## config.mk

```make
export PLATFORM = sky130hd
export DESIGN_NAME = running_set_median
export DESIGN_NICKNAME = d
export VERILOG_FILES = /design/src/rtl/core/rsm_pkg.sv /design/src/rtl/core/rsm_cell.sv /design/src/rtl/core/running_set_median.sv
export SDC_FILE = /design/constraint.sdc
export NUM_CORES = 2
export LEC_CHECK = 0
export BUFFER_PORTS_ARGS = -buffer_cell sky130_fd_sc_hd__buf_2
export CAP_MARGIN = 40
export CORE_ASPECT_RATIO = 1.1
export CORE_MARGIN = 2
export CORE_UTILIZATION = 55
export DETAILED_ROUTE_END_ITERATION = 7
export GPL_TIMING_DRIVEN = 1
export PLACE_DENSITY = 0.71
export SKIP_CTS_REPAIR_TIMING = 1
export SYNTH_ARGS = -nofsm -noshare
export SYNTH_HDL_FRONTEND = slang
export SYNTH_HIERARCHICAL = 1
export SYNTH_SLANG_ARGS = --single-unit
```

## constraint.sdc

```tcl
create_clock -name clk -period 10.75 [get_ports clk]
set_input_delay 0 -clock clk [delete_from_list [all_inputs] [get_ports clk]]
set_output_delay 0 -clock clk [all_outputs]
set_load 0.01 [all_outputs]
```

## src/rtl/core/rsm_pkg.sv

```systemverilog
// Shared widths and defaults for the running set median block.
`timescale 1ns / 1ps
package rsm_pkg;
    localparam int DATA_W           = 32;
    localparam int SET_COUNT_W      = 5;
    localparam int MAX_VALUES_DEF   = 16;
endpackage

```

## src/rtl/core/rsm_cell.sv

```systemverilog
// One cell of the sorted insertion chain: holds one value, shifts up on insert.
`timescale 1ns / 1ps
module rsm_cell #(
    parameter int INDEX = 0,
    parameter int CW    = 5
) (
    input  logic                              clk,
    input  logic                              insert_en,
    input  logic [CW-1:0]                     fill,
    input  logic signed [rsm_pkg::DATA_W-1:0] sample,
    input  logic signed [rsm_pkg::DATA_W-1:0] left_val,
    input  logic                              left_gt,
    output logic signed [rsm_pkg::DATA_W-1:0] val,
    output logic                              gt
);
    import rsm_pkg::*;

    logic signed [DATA_W-1:0] val_reg;
    logic signed [DATA_W-1:0] val_next;
    logic                     occupied;

    always_comb
    begin
        occupied = fill > CW'(INDEX);
        gt       = !occupied || (val_reg > sample);
        val_next = val_reg;
        if (insert_en && gt)
        begin
            val_next = left_gt ? left_val : sample;
        end
    end

    always_ff @(posedge clk)
    begin
        val_reg <= val_next;
    end

    assign val = val_reg;
endmodule

```

## src/rtl/core/running_set_median.sv

```systemverilog
// Top level: sorted insertion chain with median pick, add and output register.
// out_valid rises after the PICK and SUM states that follow the transfer of a marked last value.
// Throughput: one value per cycle inside a set; after each last value the input
// stalls through pick and average, longer while an earlier result is held.
// Reset: clears fill count, drop flag, control state and output valid;
// stored values are not cleared and are never read before being written.
`timescale 1ns / 1ps
module running_set_median #(
    parameter int MAX_VALUES = rsm_pkg::MAX_VALUES_DEF
) (
    input  logic                                   clk,
    input  logic                                   rst_n,
    input  logic                                   in_valid,
    output logic                                   in_stall,
    input  logic signed [rsm_pkg::DATA_W-1:0]      sample,
    input  logic                                   last_sample,
    output logic                                   out_valid,
    input  logic                                   out_stall,
    output logic signed [rsm_pkg::DATA_W-1:0]      median_value,
    output logic [rsm_pkg::SET_COUNT_W-1:0]        set_count,
    output logic                                   dropped_flag
);
    import rsm_pkg::*;

    localparam int CW = $clog2(MAX_VALUES + 1);
    localparam int IW = $clog2(MAX_VALUES);

    typedef enum logic [2:0] {
        S_COLLECT = 3'b001,
        S_PICK    = 3'b010,
        S_SUM     = 3'b100
    } state_t;

    state_t                   state_reg, state_next;
    logic [CW-1:0]            fill_reg, fill_next;
    logic                     ovf_reg, ovf_next;
    logic signed [DATA_W-1:0] lo_reg, hi_reg;
    logic [CW-1:0]            cnt_reg;
    logic                     drop_reg;
    logic                     out_valid_reg, out_valid_next;
    logic signed [DATA_W-1:0] median_reg;
    logic [SET_COUNT_W-1:0]   count_out_reg;
    logic                     drop_out_reg;

    logic                     in_xfer;
    logic                     full;
    logic                     insert_en;
    logic                     out_load;
    logic [CW-1:0]            lo_pos, hi_pos;
    logic [IW-1:0]            lo_idx, hi_idx;
    logic signed [DATA_W:0]   pair_sum;
    logic [CW+SET_COUNT_W-1:0] cnt_ext;

    logic signed [DATA_W-1:0] cell_val [MAX_VALUES];
    logic                     cell_gt  [MAX_VALUES];

    assign in_stall  = (state_reg != S_COLLECT);
    assign in_xfer   = in_valid && !in_stall;
    assign full      = (fill_reg == CW'(MAX_VALUES));
    assign insert_en = in_xfer && !full;

    genvar gi;
    generate
        for (gi = 0; gi < MAX_VALUES; gi++)
        begin : g_cell
            if (gi == 0)
            begin : g_head
                rsm_cell #(.INDEX(gi), .CW(CW)) u_cell (
                    .clk       (clk),
                    .insert_en (insert_en),
                    .fill      (fill_reg),
                    .sample    (sample),
                    .left_val  (sample),
                    .left_gt   (1'b0),
                    .val       (cell_val[gi]),
                    .gt        (cell_gt[gi])
                );
            end
            else
            begin : g_body
                rsm_cell #(.INDEX(gi), .CW(CW)) u_cell (
                    .clk       (clk),
                    .insert_en (insert_en),
                    .fill      (fill_reg),
                    .sample    (sample),
                    .left_val  (cell_val[gi-1]),
                    .left_gt   (cell_gt[gi-1]),
                    .val       (cell_val[gi]),
                    .gt        (cell_gt[gi])
                );
            end
        end
    endgenerate

    assign lo_pos   = (fill_reg - CW'(1)) >> 1;
    assign hi_pos   = fill_reg >> 1;
    assign lo_idx   = lo_pos[IW-1:0];
    assign hi_idx   = hi_pos[IW-1:0];
    assign pair_sum = {lo_reg[DATA_W-1], lo_reg} + {hi_reg[DATA_W-1], hi_reg};
    assign cnt_ext  = {{SET_COUNT_W{1'b0}}, cnt_reg};
    assign out_load = !out_valid_reg || !out_stall;

    always_comb
    begin
        state_next     = state_reg;
        fill_next      = fill_reg;
        ovf_next       = ovf_reg;
        out_valid_next = out_valid_reg && out_stall;
        case (state_reg)
            S_COLLECT:
            begin
                if (in_xfer)
                begin
                    if (full)
                    begin
                        ovf_next = 1'b1;
                    end
                    else
                    begin
                        fill_next = fill_reg + CW'(1);
                    end
                    if (last_sample)
                    begin
                        state_next = S_PICK;
                    end
                end
            end
            S_PICK:
            begin
                fill_next  = '0;
                ovf_next   = 1'b0;
                state_next = S_SUM;
            end
            S_SUM:
            begin
                if (out_load)
                begin
                    out_valid_next = 1'b1;
                    state_next     = S_COLLECT;
                end
            end
            default:
            begin
                state_next = S_COLLECT;
            end
        endcase
    end

    always_ff @(posedge clk or negedge rst_n)
    begin
        if (!rst_n)
        begin
            state_reg     <= S_COLLECT;
            fill_reg      <= '0;
            ovf_reg       <= 1'b0;
            out_valid_reg <= 1'b0;
        end
        else
        begin
            state_reg     <= state_next;
            fill_reg      <= fill_next;
            ovf_reg       <= ovf_next;
            out_valid_reg <= out_valid_next;
        end
    end

    always_ff @(posedge clk)
    begin
        if (state_reg == S_PICK)
        begin
            lo_reg   <= cell_val[lo_idx];
            hi_reg   <= cell_val[hi_idx];
            cnt_reg  <= fill_reg;
            drop_reg <= ovf_reg;
        end
        if ((state_reg == S_SUM) && out_load)
        begin
            median_reg    <= pair_sum[DATA_W:1];
            count_out_reg <= cnt_ext[SET_COUNT_W-1:0];
            drop_out_reg  <= drop_reg;
        end
    end

    assign out_valid    = out_valid_reg;
    assign median_value = median_reg;
    assign set_count    = count_out_reg;
    assign dropped_flag = drop_out_reg;

    a_fill_bound: assert property (@(posedge clk) disable iff (!rst_n)
        fill_reg <= CW'(MAX_VALUES))
        else $error("fill count beyond store depth");

    a_clear_after_last: assert property (@(posedge clk) disable iff (!rst_n)
        (in_xfer && last_sample) |=> ##1 (fill_reg == '0 && !ovf_reg))
        else $error("store not emptied after last transfer");

    a_result_after_sum: assert property (@(posedge clk) disable iff (!rst_n)
        (state_reg == S_SUM && out_load) |=> out_valid)
        else $error("result not presented after sum");

    generate
        for (gi = 0; gi < MAX_VALUES - 1; gi++)
        begin : g_chk
            a_sorted: assert property (@(posedge clk) disable iff (!rst_n)
                (fill_reg > CW'(gi + 1)) |-> (cell_val[gi] <= cell_val[gi+1]))
                else $error("chain out of order");
        end
    endgenerate
endmodule
```

Word level (Yosys, flattened, before mapping):

Cells that the tools add are included.

* reductions and logical operators: 61
* $lt $le $gt $ge: 34
* bitwise logic cells: 2
* $add $sub $neg: 3
* shift operators: 0
* mux-type cells: 33
* eq/ne operators: 10
* div/mod/pow operators: 0
* $mul: 0

Operator list (count)
* 2-to-1 mux 32 bit: 19
* > comparator 32 bit: 16
* binary-select mux 32 bit (select 4 bit): 2
* > comparator 5 x 4 -> 1 bit, second input constant: 8
* adder 32 x 32 -> 33 bit: 1
* > comparator 5 x 3 -> 1 bit, second input constant: 4
* logical AND 1 bit: 20
* logical NOT 1 bit: 20
* logical OR 1 bit: 17
* >= comparator 5 bit, second input constant: 2
* > comparator 5 x 1 -> 1 bit, second input constant: 2
* > comparator 5 x 2 -> 1 bit, second input constant: 2
* 2-to-1 mux 5 bit: 2
* != test 2 bit, second input constant: 5
* inverter 4 -> 5 bit: 2
* case mux 5 bit (2 select lines): 1
* 2-to-1 mux 3 bit: 3
* case mux 3 bit (3 select lines): 1
* AND reduction 3 bit: 3
* adder 5 x 1 -> 5 bit, second input constant: 1
* equality test 5 bit, second input constant: 1
* subtractor 5 x 1 -> 5 bit, second input constant: 1
* 2-to-1 mux 1 bit: 4
* equality test 3 x 1 -> 1 bit, second input constant: 1
* other kinds (5): 5

* memories kept: 0
* bits of input ports: 37
* bits in read-only memories: 0
* latch bits: 0
* RAM bits: 0
* logic and storage cells: 170
* register bits after elaboration: 630
* output and inout bits: 40

Depth between registers and ports, before layout:

* word-level depth: 5
* mapped depth: 13
* gate-level depth less buffers: 10

Cells and area by module:

The synthesis kept the hierarchy.

Modules (own cells, without submodules)
* running_set_median: sequential area each 3494.6 um^2, times used 1, cells an instance 1119, area each 13780.7 um^2
* rsm_cell (g_cell[14].g_body.u_cell ...): sequential area each 960.9 um^2, times used 2, cells an instance 221, area each 2123.3 um^2
* rsm_cell (g_cell[10].g_body.u_cell): sequential area each 960.9 um^2, times used 1, cells an instance 222, area each 2183.3 um^2
* rsm_cell (g_cell[8].g_body.u_cell): sequential area each 960.9 um^2, times used 1, cells an instance 226, area each 2179.6 um^2
* rsm_cell (g_cell[9].g_body.u_cell): sequential area each 960.9 um^2, times used 1, cells an instance 223, area each 2177.1 um^2
* rsm_cell (g_cell[7].g_body.u_cell): sequential area each 960.9 um^2, times used 1, cells an instance 221, area each 2174.6 um^2
* rsm_cell (g_cell[2].g_body.u_cell): sequential area each 960.9 um^2, times used 1, cells an instance 219, area each 2154.6 um^2
* rsm_cell (g_cell[3].g_body.u_cell): sequential area each 960.9 um^2, times used 1, cells an instance 219, area each 2153.3 um^2
* rsm_cell (g_cell[15].g_body.u_cell): sequential area each 960.9 um^2, times used 1, cells an instance 221, area each 2148.3 um^2
* rsm_cell (g_cell[0].g_head.u_cell): sequential area each 960.9 um^2, times used 1, cells an instance 221, area each 2140.8 um^2
* rsm_cell (g_cell[1].g_body.u_cell): sequential area each 960.9 um^2, times used 1, cells an instance 220, area each 2139.6 um^2
* rsm_cell (g_cell[12].g_body.u_cell): sequential area each 960.9 um^2, times used 1, cells an instance 223, area each 2138.3 um^2
* rsm_cell (g_cell[5].g_body.u_cell): sequential area each 960.9 um^2, times used 1, cells an instance 217, area each 2137.0 um^2
* rsm_cell (g_cell[4].g_body.u_cell): sequential area each 960.9 um^2, times used 1, cells an instance 219, area each 2132.0 um^2
* 2 more rows

Worst setup path after synthesis:

OpenSTA, ideal clock, no wires.

* kind: register to register
* from: register fill_reg[1]
* to: register g_cell[5].g_body.u_cell.val_reg[0] (enable)
* clock period less this slack: 6.625 ns
* stages on the path, launching flop included: 9
* path buffers: 4
* setup time: 0.513 ns
* arrival: 6.112 ns
* setup slack: 4.125 ns
* required time: 10.237 ns
* cells stage by stage: dfrtp_1 buf_2 buf_2 buf_4 buf_2 inv_1 ha_1 a31oi_1 nor4b_1

* longest elaborated chain between the ends: 4
* elaborated cells between the ends (all ways): 7
* classes of those cells: order compare (1); eq/ne (1); reduce/logical (5)

Ends and longest elaborated chain
* start: declaration: RTL line running_set_median.sv:35 `logic [CW-1:0] fill_reg, fill_next;`
* start signal: assignment: RTL line running_set_median.sv:161 `fill_reg <= fill_next;`
* equality test 5 bit: RTL line running_set_median.sv:59 `assign full = (fill_reg == CW'(MAX_VALUES));`
* logical NOT 1 bit: RTL line running_set_median.sv:60 `assign insert_en = in_xfer && !full;`
* logical AND 1 bit: RTL line running_set_median.sv:60
* named net insert_en: RTL line running_set_median.sv:47 `logic insert_en;`
* logical AND 1 bit: RTL line rsm_cell.sv:27 `if (insert_en && gt)`
* end signal: assignment: RTL line rsm_cell.sv:35 `val_reg <= val_next;`
* end: declaration: RTL line rsm_cell.sv:18 `logic signed [DATA_W-1:0] val_reg;`

The timed path passes the listed nets, and every way through them passes these cells.
A chain may end at the register's enable or synchronous reset.

Worst setup path after layout:

* from: register fill_reg[2]
* to: register lo_reg[7] (data pin)

* longest elaborated chain between the ends: 5

Ends and longest elaborated chain
* subtractor 5 x 1 -> 5 bit: RTL line running_set_median.sv:95 `assign lo_pos = (fill_reg - CW'(1)) >> 1;`
* inverter 4 -> 5 bit (implied by the code): RTL line running_set_median.sv:171 `lo_reg <= cell_val[lo_idx];`
* binary-select mux 32 bit (select 4 bit): RTL line running_set_median.sv:171
* 2-to-1 mux 32 bit (implied by the code) (2 in series): RTL line running_set_median.sv:171
* end signal: assignment: RTL line running_set_median.sv:171
* end: declaration: RTL line running_set_median.sv:37 `logic signed [DATA_W-1:0] lo_reg, hi_reg;`

No other way between the ends. The select of a mux whose other input is x is not followed.

==> flow_metrics.tcl <==
set metrics [dict create \
    post-route-util 0.611 \
    routed_wl_um 156000 \
    multi_input_area_um2 26700 \
    grt_usage 0.347 \
    die_h_um 314 \
    grt_busiest_layer "met2" \
    syn_inst 4652 \
    start_util 0.556 \
    setup_slack_ps 6430 \
    clk_latency_ps 670 \
    met3_usage 0.0587 \
    placementRows 113 \
    cp-start-kind "flip-flop" \
    dpl.hpwl_um 118000 \
    drive_above_1_share 0.133 \
    ant_nets 0 \
    path_max_fanout 64 \
    crit_arrival_ps 4690 \
    place.gp.congestion 1.03 \
    crit_type "reg2reg" \
    hold_viol 13 \
    min_path_type "in2reg" \
    clock.fmax_mhz 232 \
    status "finished, violations left" \
    path_clk_slew_ps 60 \
    grt_use_met1 0.422 \
    route.detailed.drc 0 \
    cts_tree "yes" \
    seq_area_um2 18900 \
    grt_overflow_total 0 \
    required_ps 11120 \
    synth_area_per_cell_um2 10.3 \
    holdWs_ps -26.1 \
    slew_viol_final 0 \
    nets 5269 \
    layout_commonest_cell "nand2_1" \
    dr.pass1.iters 6 \
    htree_levels 3 \
    synth_area_um2 48100 \
    post-route-min-period_ps 4320 \
    clock_path_buffers 3 \
    tightest_slew_ps 1170 \
    pre_cts_slack_ps 6620 \
    design.die.area_um2 89900 \
    synth_nets 5236 \
    use_met2 0.561 \
    finalSetupViolations 0 \
    drt-vias-per-instance 6.58 \
    cts.sinks 630 \
    via_count 38793 \
    ys_warn_count 6 \
    grt_first_pass_wirelength_um 234000 \
    largest_register_ffs 480 \
    finalCritPeriodShare 0.402 \
    wl_per_cell_um 26.5 \
    cap_violations 0 \
    synthToLayoutAreaGrowth_pct 9.85 \
    grt_max_degree 112 \
    cts_root_buf "clkbuf_16" \
    tns_ps 0 \
    grt_pass1_vias 37470 \
    fillers 7048 \
    rsz0062_at_grt "false" \
    cts_inserted_buffers 74 \
    powerDensity_nw_per_um2 291 \
    worstSetupEndpointType "flip-flop" \
    core_um2 86500 \
    layout_common_cells "nand2_1, edfxtp_1, ha_1, o21ai_0, inv_1" \
    vdd_drop_max_mv 0.452 \
    antenna_cells 0 \
    fin_skew_ps 26.6 \
    slew_headroom 0.221 \
    power.leakage_nw 22.4 \
    die_x_um 286 \
    violations "hold timing" \
    io_buffers 76 \
    io_pins 77 \
    antenna_found_initial 6 \
    drt_iter0_markers 4660 \
]
==> worst max-delay path, stage by stage (launching register included) <==
cell      delay [ps]
dfrtp_4          510
buf_4            350
nor2_4           590
buf_4            640
nand2_1          270
xor2_4           210
buf_4            370
a211oi_1         880
a21oi_1          110
==> where the power goes <==
| group | leakage, nW | internal, mW | switching [mW] |
|---|---|---|---|
| clock | 1.17 | 1.51 | 1.11 |
| combinational | 15.2 | 3.36 | 4.47 |
| sequential | 5.95 | 3.92 | 1.01 |
| total | 22.4 | 8.78 | 6.59 |
==> per-layer routing <==
metal  vias to the layer above  wire length [um]
met3                       563             13500
met5                         -                45
li1                      17418                 -
met1                     18607             56600
met2                      2199             72500
met4                         6             13300
==> worst paths after layout <==
check	start	to	slack [ps]	depth (start not counted)
max in group asynchronous	rst_n	fill_reg[1]$_DFFE_PN0P_	9420	4
hold / removal	sample[22]	g_cell[10].g_body.u_cell/val[22]$_DFFE_PP_	-30	3
min in group asynchronous	rst_n	state_reg[0]$_DFFE_PN1P_	380	3
setup / recovery	fill_reg[2]$_DFFE_PN0P_	lo_reg[7]$_DFFE_PP_	6430	8
setup reg to reg	fill_reg[2]$_DFFE_PN0P_	lo_reg[7]$_DFFE_PP_	6430	8
hold reg to reg	cnt_reg[3]$_DFFE_PP_	set_count[3]$_DFFE_PP_	420	0
==> layout make-up <==
type / count / share of cell area
inverter: 533 / 0.0378
clock inverter: 47 / 0.00970
multi-input combinational: 3274 / 0.505
timing repair buffer: 172 / 0.0269
clock buffer: 86 / 0.0359
tap: 1150 / 0.0272
sequential: 630 / 0.357
==> stage by stage <==
stage | cell area [um2] | cells | power [mW]
2_1_floorplan | 48100 | 4652 | 10.1
3_3_place_gp | 49800 | 5715 | 12.2
3_5_place_dp | 50200 | 5732 | 12.5
4_1_cts | 52600 | 5865 | 15.2
5_1_grt | 52900 | 5892 | 16.1
6_report | 52900 | 5892 | 15.4
(Power assumes the default switching activity.)
